[src/rtl/core/owbsm_pkg.sv]
// Shared types and constants for the one-wire bit-slot master.
// Used by owbsm_engine and one_wire_bit_slot_master; depends on nothing.
package owbsm_pkg;

	localparam int unsigned TimerWidth = 10;

	typedef enum logic [2:0] {
		OP_TICK   = 3'd0,
		OP_RESET  = 3'd1,
		OP_WBIT   = 3'd2,
		OP_RBIT   = 3'd3,
		OP_WBYTE  = 3'd4,
		OP_RBYTE  = 3'd5
	} opcode_t;

	typedef enum logic [2:0] {
		REG_SEPARATOR   = 3'd0,
		REG_RESET_LOW   = 3'd1,
		REG_PRES_SAMPLE = 3'd2,
		REG_PRES_WAIT   = 3'd3,
		REG_SLOT_BEGIN  = 3'd4,
		REG_READ_SAMPLE = 3'd5,
		REG_SLOT        = 3'd6
	} reg_index_t;

	typedef struct packed {
		logic [7:0] separator_us;
		logic [9:0] reset_low_us;
		logic [5:0] presence_sample_us;
		logic [7:0] presence_wait_us;
		logic [3:0] slot_begin_us;
		logic [3:0] read_sample_us;
		logic [6:0] slot_us;
	} cfg_t;

	localparam cfg_t CfgReset = '{
		separator_us:       8'd2,
		reset_low_us:       10'd500,
		presence_sample_us: 6'd30,
		presence_wait_us:   8'd240,
		slot_begin_us:      4'd2,
		read_sample_us:     4'd10,
		slot_us:            7'd60
	};

	typedef struct packed {
		logic       presence;
		logic [7:0] read_data;
		logic       rejected;
		logic       done_res;
		logic       busy_res;
		logic       bus_pull_low;
	} result_t;

endpackage

[src/rtl/core/owbsm_engine.sv]
// Bit-slot sequencer of the one-wire master: phase state, tick and bit counters.
// Produces the result of the current tick combinationally; depends on owbsm_pkg.
module owbsm_engine (
	input  logic              clk,
	input  logic              arst_n,
	input  logic              step,
	input  logic [2:0]        opcode,
	input  logic [7:0]        data_byte,
	input  logic              line_level,
	input  owbsm_pkg::cfg_t   cfg,
	output owbsm_pkg::result_t result
);

	typedef enum logic [2:0] {
		PH_IDLE = 3'd0,
		PH_SEP  = 3'd1,
		PH_LOW  = 3'd2,
		PH_DATA = 3'd3,
		PH_WAIT = 3'd4,
		PH_TAIL = 3'd5
	} phase_t;

	localparam int unsigned TW = owbsm_pkg::TimerWidth;

	phase_t                phase_q, phase_d;
	logic [TW-1:0]         tick_q, tick_d;
	logic [2:0]            bit_q, bit_d;
	logic [7:0]            shift_q, shift_d;
	logic [2:0]            cmd_q, cmd_d;
	logic                  pres_q, pres_d;
	logic [7:0]            rdata_q, rdata_d;

	logic                  rst_cmd, wr_cmd, byte_cmd, last, slot_end;
	logic [TW-1:0]         len;
	logic [7:0]            data_len, tail_len, begin_sum;
	logic [TW:0]           tick_inc;

	always_comb begin
		phase_d = phase_q;
		tick_d = tick_q;
		bit_d = bit_q;
		shift_d = shift_q;
		cmd_d = cmd_q;
		pres_d = pres_q;
		rdata_d = rdata_q;
		result = '0;
		slot_end = 1'b0;

		if (phase_q != PH_IDLE) begin
			result.rejected = (opcode != owbsm_pkg::OP_TICK);
		end else if (opcode >= owbsm_pkg::OP_RESET && opcode <= owbsm_pkg::OP_RBYTE) begin
			cmd_d = opcode;
			bit_d = 3'd0;
			shift_d = (opcode == owbsm_pkg::OP_WBIT || opcode == owbsm_pkg::OP_WBYTE)
				? data_byte : 8'd0;
			phase_d = PH_SEP;
			tick_d = '0;
		end

		rst_cmd = (cmd_d == owbsm_pkg::OP_RESET);
		wr_cmd = (cmd_d == owbsm_pkg::OP_WBIT) || (cmd_d == owbsm_pkg::OP_WBYTE);
		byte_cmd = (cmd_d == owbsm_pkg::OP_WBYTE) || (cmd_d == owbsm_pkg::OP_RBYTE);

		data_len = (cfg.slot_us > {3'd0, cfg.slot_begin_us})
			? {1'b0, cfg.slot_us} - {4'd0, cfg.slot_begin_us} : 8'd1;
		begin_sum = {4'd0, cfg.slot_begin_us} + {4'd0, cfg.read_sample_us};
		tail_len = ({1'b0, cfg.slot_us} > begin_sum)
			? {1'b0, cfg.slot_us} - begin_sum : 8'd1;

		unique case (phase_d)
			PH_SEP:  len = TW'(cfg.separator_us);
			PH_LOW:  len = rst_cmd ? TW'(cfg.reset_low_us) : TW'(cfg.slot_begin_us);
			PH_DATA: len = TW'(data_len);
			PH_WAIT: len = rst_cmd ? TW'(cfg.presence_sample_us) : TW'(cfg.read_sample_us);
			PH_TAIL: len = rst_cmd ? TW'(cfg.presence_wait_us) : TW'(tail_len);
			default: len = TW'(1);
		endcase
		if (len == '0) begin
			len = TW'(1);
		end

		tick_inc = {1'b0, tick_d} + (TW+1)'(1);
		last = (tick_inc >= {1'b0, len});

		if (phase_d != PH_IDLE) begin
			result.busy_res = 1'b1;
			if (phase_d == PH_LOW) begin
				result.bus_pull_low = 1'b1;
			end else if (phase_d == PH_DATA) begin
				result.bus_pull_low = ~shift_d[0];
			end

			if (last) begin
				tick_d = '0;
				unique case (phase_d)
					PH_SEP:  phase_d = PH_LOW;
					PH_LOW:  phase_d = (!rst_cmd && wr_cmd) ? PH_DATA : PH_WAIT;
					PH_DATA: slot_end = 1'b1;
					PH_WAIT: begin
						if (rst_cmd) begin
							shift_d = {7'd0, ~line_level};
						end else begin
							shift_d = {line_level, shift_d[7:1]};
						end
						phase_d = PH_TAIL;
					end
					PH_TAIL: begin
						if (rst_cmd) begin
							pres_d = shift_d[0];
							phase_d = PH_IDLE;
							result.done_res = 1'b1;
						end else begin
							slot_end = 1'b1;
						end
					end
					default: phase_d = PH_IDLE;
				endcase
				if (slot_end) begin
					if (!byte_cmd || bit_d == 3'd7) begin
						if (cmd_d == owbsm_pkg::OP_RBIT) begin
							rdata_d = {7'd0, shift_d[7]};
						end else if (cmd_d == owbsm_pkg::OP_RBYTE) begin
							rdata_d = shift_d;
						end
						phase_d = PH_IDLE;
						result.done_res = 1'b1;
					end else begin
						bit_d = bit_d + 3'd1;
						if (wr_cmd) begin
							shift_d = {1'b0, shift_d[7:1]};
						end
						phase_d = PH_SEP;
					end
				end
			end else begin
				tick_d = tick_inc[TW-1:0];
			end
		end

		result.read_data = rdata_d;
		result.presence = pres_d;
	end

	always_ff @(posedge clk or negedge arst_n) begin
		if (!arst_n) begin
			phase_q <= PH_IDLE;
			tick_q <= '0;
			bit_q <= 3'd0;
			shift_q <= 8'd0;
			cmd_q <= 3'd0;
			pres_q <= 1'b0;
			rdata_q <= 8'd0;
		end else if (step) begin
			phase_q <= phase_d;
			tick_q <= tick_d;
			bit_q <= bit_d;
			shift_q <= shift_d;
			cmd_q <= cmd_d;
			pres_q <= pres_d;
			rdata_q <= rdata_d;
		end
	end

endmodule

[src/rtl/core/one_wire_bit_slot_master.sv]
// Top level of the one-wire bit-slot master: stream ports, timing registers
// and result register around owbsm_engine; depends on owbsm_pkg.
//
// Each input item is one microsecond tick carrying an opcode, a byte to write
// and the sampled bus level; each tick yields exactly one result item with the
// pull-low drive, busy, done, rejected, last read data and presence flag.
// An opcode from 1 to 5 starts a command when the engine is idle; any nonzero
// opcode is rejected while a command runs.
// The result of an item is in the output register on the cycle after it is
// accepted. One item is taken per cycle unless the output is stalled; the
// sequencer state and the result register are both updated as it is taken.
// The input is taken whenever the output register is empty or being emptied,
// so a stalled receiver holds the result and back-pressures the input side.
// Timing registers are written through the cfg port, which is always ready;
// indexes beyond the list are ignored. Writes are meant to occur while idle.
// Reset returns the sequencer to idle, clears the read data and presence flag,
// loads the default timings and empties the output register.
module one_wire_bit_slot_master (
	input  logic        clk,
	input  logic        arst_n,
	input  logic        s_tvalid,
	output logic        s_tready,
	input  logic [15:0] s_tdata,   // opcode[2:0], data_byte[10:3], line_level[11], zero
	output logic        m_tvalid,
	input  logic        m_tready,
	output logic [15:0] m_tdata,   // bus_pull_low[0], busy_res[1], done_res[2],
	                               // rejected[3], read_data[11:4], presence[12], zero
	input  logic        cfg_valid,
	output logic        cfg_ready,
	input  logic [2:0]  cfg_index,
	input  logic [9:0]  cfg_data
);

	owbsm_pkg::cfg_t    cfg_q;
	owbsm_pkg::result_t result;
	owbsm_pkg::result_t result_q;
	logic               valid_q;
	logic               accept;

	assign s_tready = !valid_q || m_tready;
	assign accept = s_tvalid && s_tready;
	assign cfg_ready = 1'b1;

	owbsm_engine u_engine (
		.clk        (clk),
		.arst_n     (arst_n),
		.step       (accept),
		.opcode     (s_tdata[2:0]),
		.data_byte  (s_tdata[10:3]),
		.line_level (s_tdata[11]),
		.cfg        (cfg_q),
		.result     (result)
	);

	always_ff @(posedge clk or negedge arst_n) begin
		if (!arst_n) begin
			cfg_q <= owbsm_pkg::CfgReset;
		end else if (cfg_valid) begin
			unique case (cfg_index)
				owbsm_pkg::REG_SEPARATOR:   cfg_q.separator_us <= cfg_data[7:0];
				owbsm_pkg::REG_RESET_LOW:   cfg_q.reset_low_us <= cfg_data;
				owbsm_pkg::REG_PRES_SAMPLE: cfg_q.presence_sample_us <= cfg_data[5:0];
				owbsm_pkg::REG_PRES_WAIT:   cfg_q.presence_wait_us <= cfg_data[7:0];
				owbsm_pkg::REG_SLOT_BEGIN:  cfg_q.slot_begin_us <= cfg_data[3:0];
				owbsm_pkg::REG_READ_SAMPLE: cfg_q.read_sample_us <= cfg_data[3:0];
				owbsm_pkg::REG_SLOT:        cfg_q.slot_us <= cfg_data[6:0];
				default: ;
			endcase
		end
	end

	always_ff @(posedge clk or negedge arst_n) begin
		if (!arst_n) begin
			valid_q <= 1'b0;
		end else if (accept) begin
			valid_q <= 1'b1;
		end else if (m_tready) begin
			valid_q <= 1'b0;
		end
	end

	always_ff @(posedge clk) begin
		if (accept) begin
			result_q <= result;
		end
	end

	assign m_tvalid = valid_q;
	assign m_tdata = {3'd0, result_q};

endmodule

[config.mk]
export PLATFORM = sky130hd
export DESIGN_NAME = one_wire_bit_slot_master
export DESIGN_NICKNAME = d
export VERILOG_FILES = /design/src/rtl/core/owbsm_pkg.sv /design/src/rtl/core/owbsm_engine.sv /design/src/rtl/core/one_wire_bit_slot_master.sv
export SDC_FILE = /design/constraint.sdc
export NUM_CORES = 1
export LEC_CHECK = 0
export BUFFER_PORTS_ARGS = -buffer_cell sky130_fd_sc_hd__buf_2
export CORE_UTILIZATION = 35
export DETAILED_ROUTE_END_ITERATION = 6
export MAX_ROUTING_LAYER = met4
export SLEW_MARGIN = 30
export SYNTH_ARGS = -nofsm -noshare
export SYNTH_HDL_FRONTEND = slang
export SYNTH_HIERARCHICAL = 1
export SYNTH_SLANG_ARGS = --single-unit
[constraint.sdc]
create_clock -name clk -period 12 [get_ports clk]
set_input_delay 2.4 -clock clk [delete_from_list [all_inputs] [get_ports clk]]
set_output_delay 2.4 -clock clk [all_outputs]
set_load 0.05 [all_outputs]
Word-level counts from Yosys, hierarchy flattened. Cells that the tools add are included.

Word-level logic and storage cells: 138. Bits in registers: 97. Bits of input ports: 34.

Bitwise gates (word level): 2. $add $sub $neg: 5. Reductions and logical operators: 25. $lt $le $gt $ge: 5. Eq/ne operators: 19. Mux-type cells: 61.

Operators by type and width (count): 2-to-1 mux 8 bit (19); 2-to-1 mux 10 bit (6); one-hot mux 10 bit (5 select lines) (1); 2-to-1 mux 3 bit (15); equality test 3 bit, second input constant (9); equality test 3 x 2 -> 1 bit, second input constant (7); 2-to-1 mux 1 bit (16); AND reduction 2 bit (8); one-hot mux 3 bit (5 select lines) (1); adder 10 x 1 -> 11 bit, second input constant (1); >= comparator 11 x 10 -> 1 bit (1); logical NOT 10 bit (1); equality test 3 x 1 -> 1 bit, second input constant (3); nonzero test 3 bit (3); > comparator 7 x 8 -> 1 bit (1); subtractor 7 x 4 -> 8 bit (1); subtractor 7 x 8 -> 8 bit (1); > comparator 7 x 4 -> 1 bit (1); 2-to-1 mux 6 bit (1); adder 4 x 4 -> 5 bit (1); logical OR 1 bit (5); adder 3 x 1 -> 3 bit, second input constant (1); >= comparator 3 x 1 -> 1 bit, second input constant (1); less-or-equal comparator 3 bit, second input constant (1); 7 further kinds (12).

Logic depth before layout (Yosys ltp).
Word-level depth: 15. Mapped depth: 22. Mapped depth without buffers: 20.

By module. Netlist, hierarchy kept.

Modules (own cells, without submodules): owbsm_engine (area each 3907.5 um^2, cells an instance 501, instances 1); one_wire_bit_slot_master (area each 2313.5 um^2, cells an instance 128, instances 1).

Worst setup path before layout. Ideal clock, no wire load.

Kind: input-to-reg. Start: in s_tdata[1]. End: reg result_q, in the netlist m_tdata[12] (data pin). Setup time: 251 ps. Stages on the path: 21. Slack: 5779 ps. Arrival time: 5970 ps. Cells stage by stage: buf_2 nor3_2 or3_1 buf_2 clkbuf_1 and2_1 ha_1 inv_1 nor2_1 nand2_1 xor2_1 nor2_1 ha_1 nand2_1 nor3_1 a21oi_1 o21a_1 a21boi_1 nand3_1 mux2_2 buf_4.

Longest elaborated chain between the ends: 12. Elaborated cells between the ends (all ways): 34.

Ends and longest elaborated chain: from (decl) (line one_wire_bit_slot_master.sv:23) `input logic [15:0] s_tdata,`; >= comparator 3 x 1 -> 1 bit / less-or-equal comparator 3 bit (equally long branches) (line owbsm_engine.sv:51) `end else if (opcode >= owbsm_pkg::OP_RESET && opcode <= owbsm_pkg::OP_RBYTE) begin`; logical AND 1 bit (line owbsm_engine.sv:51); 2-to-1 mux 3 bit (line owbsm_engine.sv:51); 2-to-1 mux 3 bit (line owbsm_engine.sv:49) `if (phase_q != PH_IDLE) begin`; equality test 3 x 1 -> 1 bit (line owbsm_engine.sv:60) `rst_cmd = (cmd_d == owbsm_pkg::OP_RESET);`; 2-to-1 mux 8 bit, or another cell as far along (line owbsm_engine.sv:75) `PH_TAIL: len = rst_cmd ? TW'(cfg.presence_wait_us) : TW'(tail_len);`; one-hot mux 10 bit (5 select lines) (line owbsm_engine.sv:70) `unique case (phase_d)`; logical NOT 10 bit (line owbsm_engine.sv:78) `if (len == '0) begin`; 2-to-1 mux 10 bit (line owbsm_engine.sv:78); >= comparator 11 x 10 -> 1 bit (line owbsm_engine.sv:83) `last = (tick_inc >= {1'b0, len});`; 2-to-1 mux 1 bit (line owbsm_engine.sv:93) `if (last) begin`; 2-to-1 mux 1 bit (*) (line owbsm_engine.sv:85) `if (phase_d != PH_IDLE) begin`; named net u_engine.pres_d (line owbsm_engine.sv:30) `logic pres_q, pres_d;`; to (signal assigned) (line one_wire_bit_slot_master.sv:84) `result_q <= result;`; to (decl) (line one_wire_bit_slot_master.sv:36) `owbsm_pkg::result_t result_q;`.

The timed path passes the listed nets; every way through them passes the cells marked *. A chain may end at the register's enable or synchronous reset.

==> metrics.txt <==
TritonCTS buffer count=9; total setup violations reported at the end of the flow=0; Ys Warns=6; post-detailed-placement half-perimeter wirelength=11.9 mm; number of cells in the finished layout apart from fillers=889; number of flops mapped to enable cells by yosys=13; Rel. slew slack=0.413; Setup CP Type=primary input to flop; crit path buf inv count=2; number of iterations in the first detailed-routing pass=5; number of buffers inserted by port buffering=44; number of rows created at floorplan=48; Inserted Diodes=0; vias in the first global route=5014; async set or reset register ratio after synthesis=0.866; die outline area=18300 µm²; count of different cell masters after synthesis=75; Syn Std Cell Area=6220 µm²; slew of the pin with the lowest slew margin=0.874 ns; Resize count post-CTS=0; # placed instances=873; xor and xnor area share after synthesis=0.0211; kind of start point of the critical path=primary input; first-pass GRT wire length=26.0 mm; syn_area_per_cell=9.89 µm²; required time of the critical path=12.11 ns; width of the die=135 µm; post-synthesis adder-cell area fraction=0.0640; Worst path top cell family by delay=compound AO/OA/AOI/OAI gates; via total after detailed routing=5116; worst ir drop on vdd=0.000103 V; final critical path time including I/O delays and setup=6.93 ns; clock tree buffer depth=2; Pleak=2.87 nW; Worst Path Arrival=7.03 ns; Cell Pwr Density=224 nW/µm²; level count of the clock H-tree=3; peak fanout along the critical path=15; most used cells in the layout excluding fill and tap cells=62 x sky130_fd_sc_hd__dfrtp_1, 56 x sky130_fd_sc_hd__nand2_1, 50 x sky130_fd_sc_hd__mux2_2; count of max-cap constraint violations=0; DRT antenna net count=0; count of mapped cells out of synthesis=629; synthesis-to-layout area growth=11.2%; number of nets at the end of the flow=723; simple logic cell fraction of the synthesized area=0.187; I/O Pins=53; hold violation count in the final report=0; total power of the final layout=0.00155 W; Via-to-Cell Ratio=5.75; crit end category=flop; cell-by-cell trace of the critical path=buf_2 -> and2_0 -> o21ai_0 -> nand2_1 -> mux2i_1 -> a2111oi_1 -> nand4_1 -> o211ai_1 -> ha_1 -> nand2b_1 -> a211o_1 -> a21oi_1 -> o21a_1 -> a21boi_1 -> buf_4 -> and3_1 -> o22a_1; post-synthesis compound-gate area fraction=0.189; DRT iter0 DRCs=321; RSZ-0062 raised after global routing=false; final design utilization=0.399; area of all placed cells without fillers=6920 µm²; area inside the core boundary=17400 µm²; class of the tightest hold or removal check=flop to flop; cell at the slowest stage of the critical path=sky130_fd_sc_hd__a2111oi_1; clock-pin transition on the worst setup and hold timing paths=0.07 ns; fraction of layout instances using a drive strength above 1=0.236; largest net degree at the start of global routing=71; CTS tree=yes; antenna violations before repair=0; sequential-to-total area share from yosys stat=0.405; number of buffers inserted to repair setup after CTS=0; overall track demand over capacity in global routing=0.189; run status=finished, final reports clean; final WL=16.1 mm; final routed wire length divided by cell count=18.1 µm; Worst Skew=0.00985 ns; final global-route overflow total=0; accumulated negative setup slack=0 ns; post-detailed-placement cell area=6630 µm²; initial core utilization=0.358; maximum cell stage delay along the critical path=0.65 ns; period utilisation layout=0.577; maximum clock frequency=144 MHz; post-route DRC violation count=0; commonest non-fill, non-tap cell in the layout=sky130_fd_sc_hd__dfrtp_1; later-pin clock latency in the skew report=0.36 ns; combinational family with the most area after synthesis=compound AO/OA/AOI/OAI gates; chip height=135 µm; commonest register cell after synthesis=sky130_fd_sc_hd__dfrtp_1; Final Max Slew Viols=0; sink count of the clock tree=97; root buffer cell=sky130_fd_sc_hd__clkbuf_16; multiplexer share of the synthesized area=0.0955; total of flip-flops plus latches after synthesis=97; Final GP Congestion=0.896; CTS Hold Bufs=0
-- power breakdown --
group	switching, W	internal [W]
Sequential	0.0000808	0.000427
Clock	0.000135	0.000145
Combinational	0.000459	0.000306
-- synth_stat cells (all sizes together), types with 3 or more instances --
| master | count | area share |
|---|---|---|
| nor3b | 4 | 0.0048 |
| nor4b | 6 | 0.012 |
| ha | 27 | 0.054 |
| o31ai | 4 | 0.0048 |
| nor4 | 3 | 0.0030 |
| a22oi | 12 | 0.015 |
| o41ai | 5 | 0.0082 |
| o22ai | 4 | 0.0040 |
| edfxtp | 13 | 0.063 |
| a21boi | 3 | 0.0036 |
| or3 | 4 | 0.0040 |
| a21o | 6 | 0.0072 |
| or2 | 5 | 0.0050 |
| and3 | 5 | 0.0050 |
| nor2b | 6 | 0.0060 |
| o211ai | 4 | 0.0048 |
| o22a | 12 | 0.017 |
| nor2 | 43 | 0.026 |
| nand4 | 9 | 0.0091 |
| nand2 | 56 | 0.034 |
| a21oi | 19 | 0.015 |
| o21a | 5 | 0.0060 |
| nand3 | 28 | 0.023 |
| nand2b | 8 | 0.0080 |
| and2 | 8 | 0.0080 |
| a22o | 17 | 0.024 |
| nand4b | 4 | 0.0056 |
| o311ai | 4 | 0.0056 |
| dfstp | 22 | 0.093 |
| xor2 | 10 | 0.014 |
| mux2 | 51 | 0.092 |
| xnor2 | 5 | 0.0070 |
| a211oi | 3 | 0.0036 |
| clkbuf | 16 | 0.0097 |
| fa | 3 | 0.0097 |
| nor3 | 16 | 0.015 |
| inv | 16 | 0.0097 |
| a31oi | 14 | 0.015 |
| dfrtp | 62 | 0.25 |
| nand3b | 4 | 0.0048 |
| buf | 19 | 0.018 |
| o21ai | 33 | 0.027 |
-- stage by stage --
stage | hold WS (ns) | setup WS (ns)
after global routing | 0.512 | 4.81
after CTS | 0.502 | 5.10
after detailed placement | 0.482 | 4.73
final | 0.502 | 5.07
after floorplan | 0.466 | 5.78
after global placement | 0.482 | 4.76
-- sequential cells by signal, indices dropped and copies added (netlist names) --
name	cells
cfg_q	47
m_tdata	13
m_tvalid	1
u_engine/bit_q	3
u_engine/cmd_q	3
u_engine/phase_q	3
u_engine/pres_q	1
u_engine/rdata_q	8
u_engine/shift_q	8
u_engine/tick_q	10
-- path summary, 6_finish.rpt --
check	from	cells past startpoint	endpoint	slack, ns
worst max-delay path	s_tdata[2]	17	m_tdata[7]	5.07
worst min-delay path	cfg_q[16]	1	cfg_q[16]	0.50
worst max register to register	cfg_q[12]	21	m_tdata[7]	6.04
worst min register to register	cfg_q[16]	1	cfg_q[16]	0.50
max in group asynchronous	arst_n	2	cfg_q[30]	9.21
min in group asynchronous	arst_n	1	u_engine/shift_q[5]	1.89
-- per-layer routing --
metal | global-route usage | wire (µm) | vias up | part of all wire
li1 | - | - | 2412 | -
met1 | 0.235 | 7270 | 2546 | 0.45
met2 | 0.313 | 7870 | 138 | 0.49
met3 | 0.0311 | 706 | 20 | 0.044
met4 | 0.0593 | 232 | 0 | 0.014
met5 | - | 0 | - | 0
-- kinds of logic after synthesis --
kind of cell / count (synthesis)
compound gates: 163
xor+xnor: 15
fa+ha+maj: 30
buf+inv: 51
flops: 97
mux: 53
other cells: 2
simple gates: 218
-- cell type report --
class                      instances  area [µm²]
fill                            1714       10400
multi-input combinational        483        3480
sequential                        97        2520
timing repair buffer              52         287
tap                              225         282
clock buffer                       9         225
clock inverter                     7        62.6
inverter                          16        60.1
Note: power is estimated with default switching activity, not from simulation.
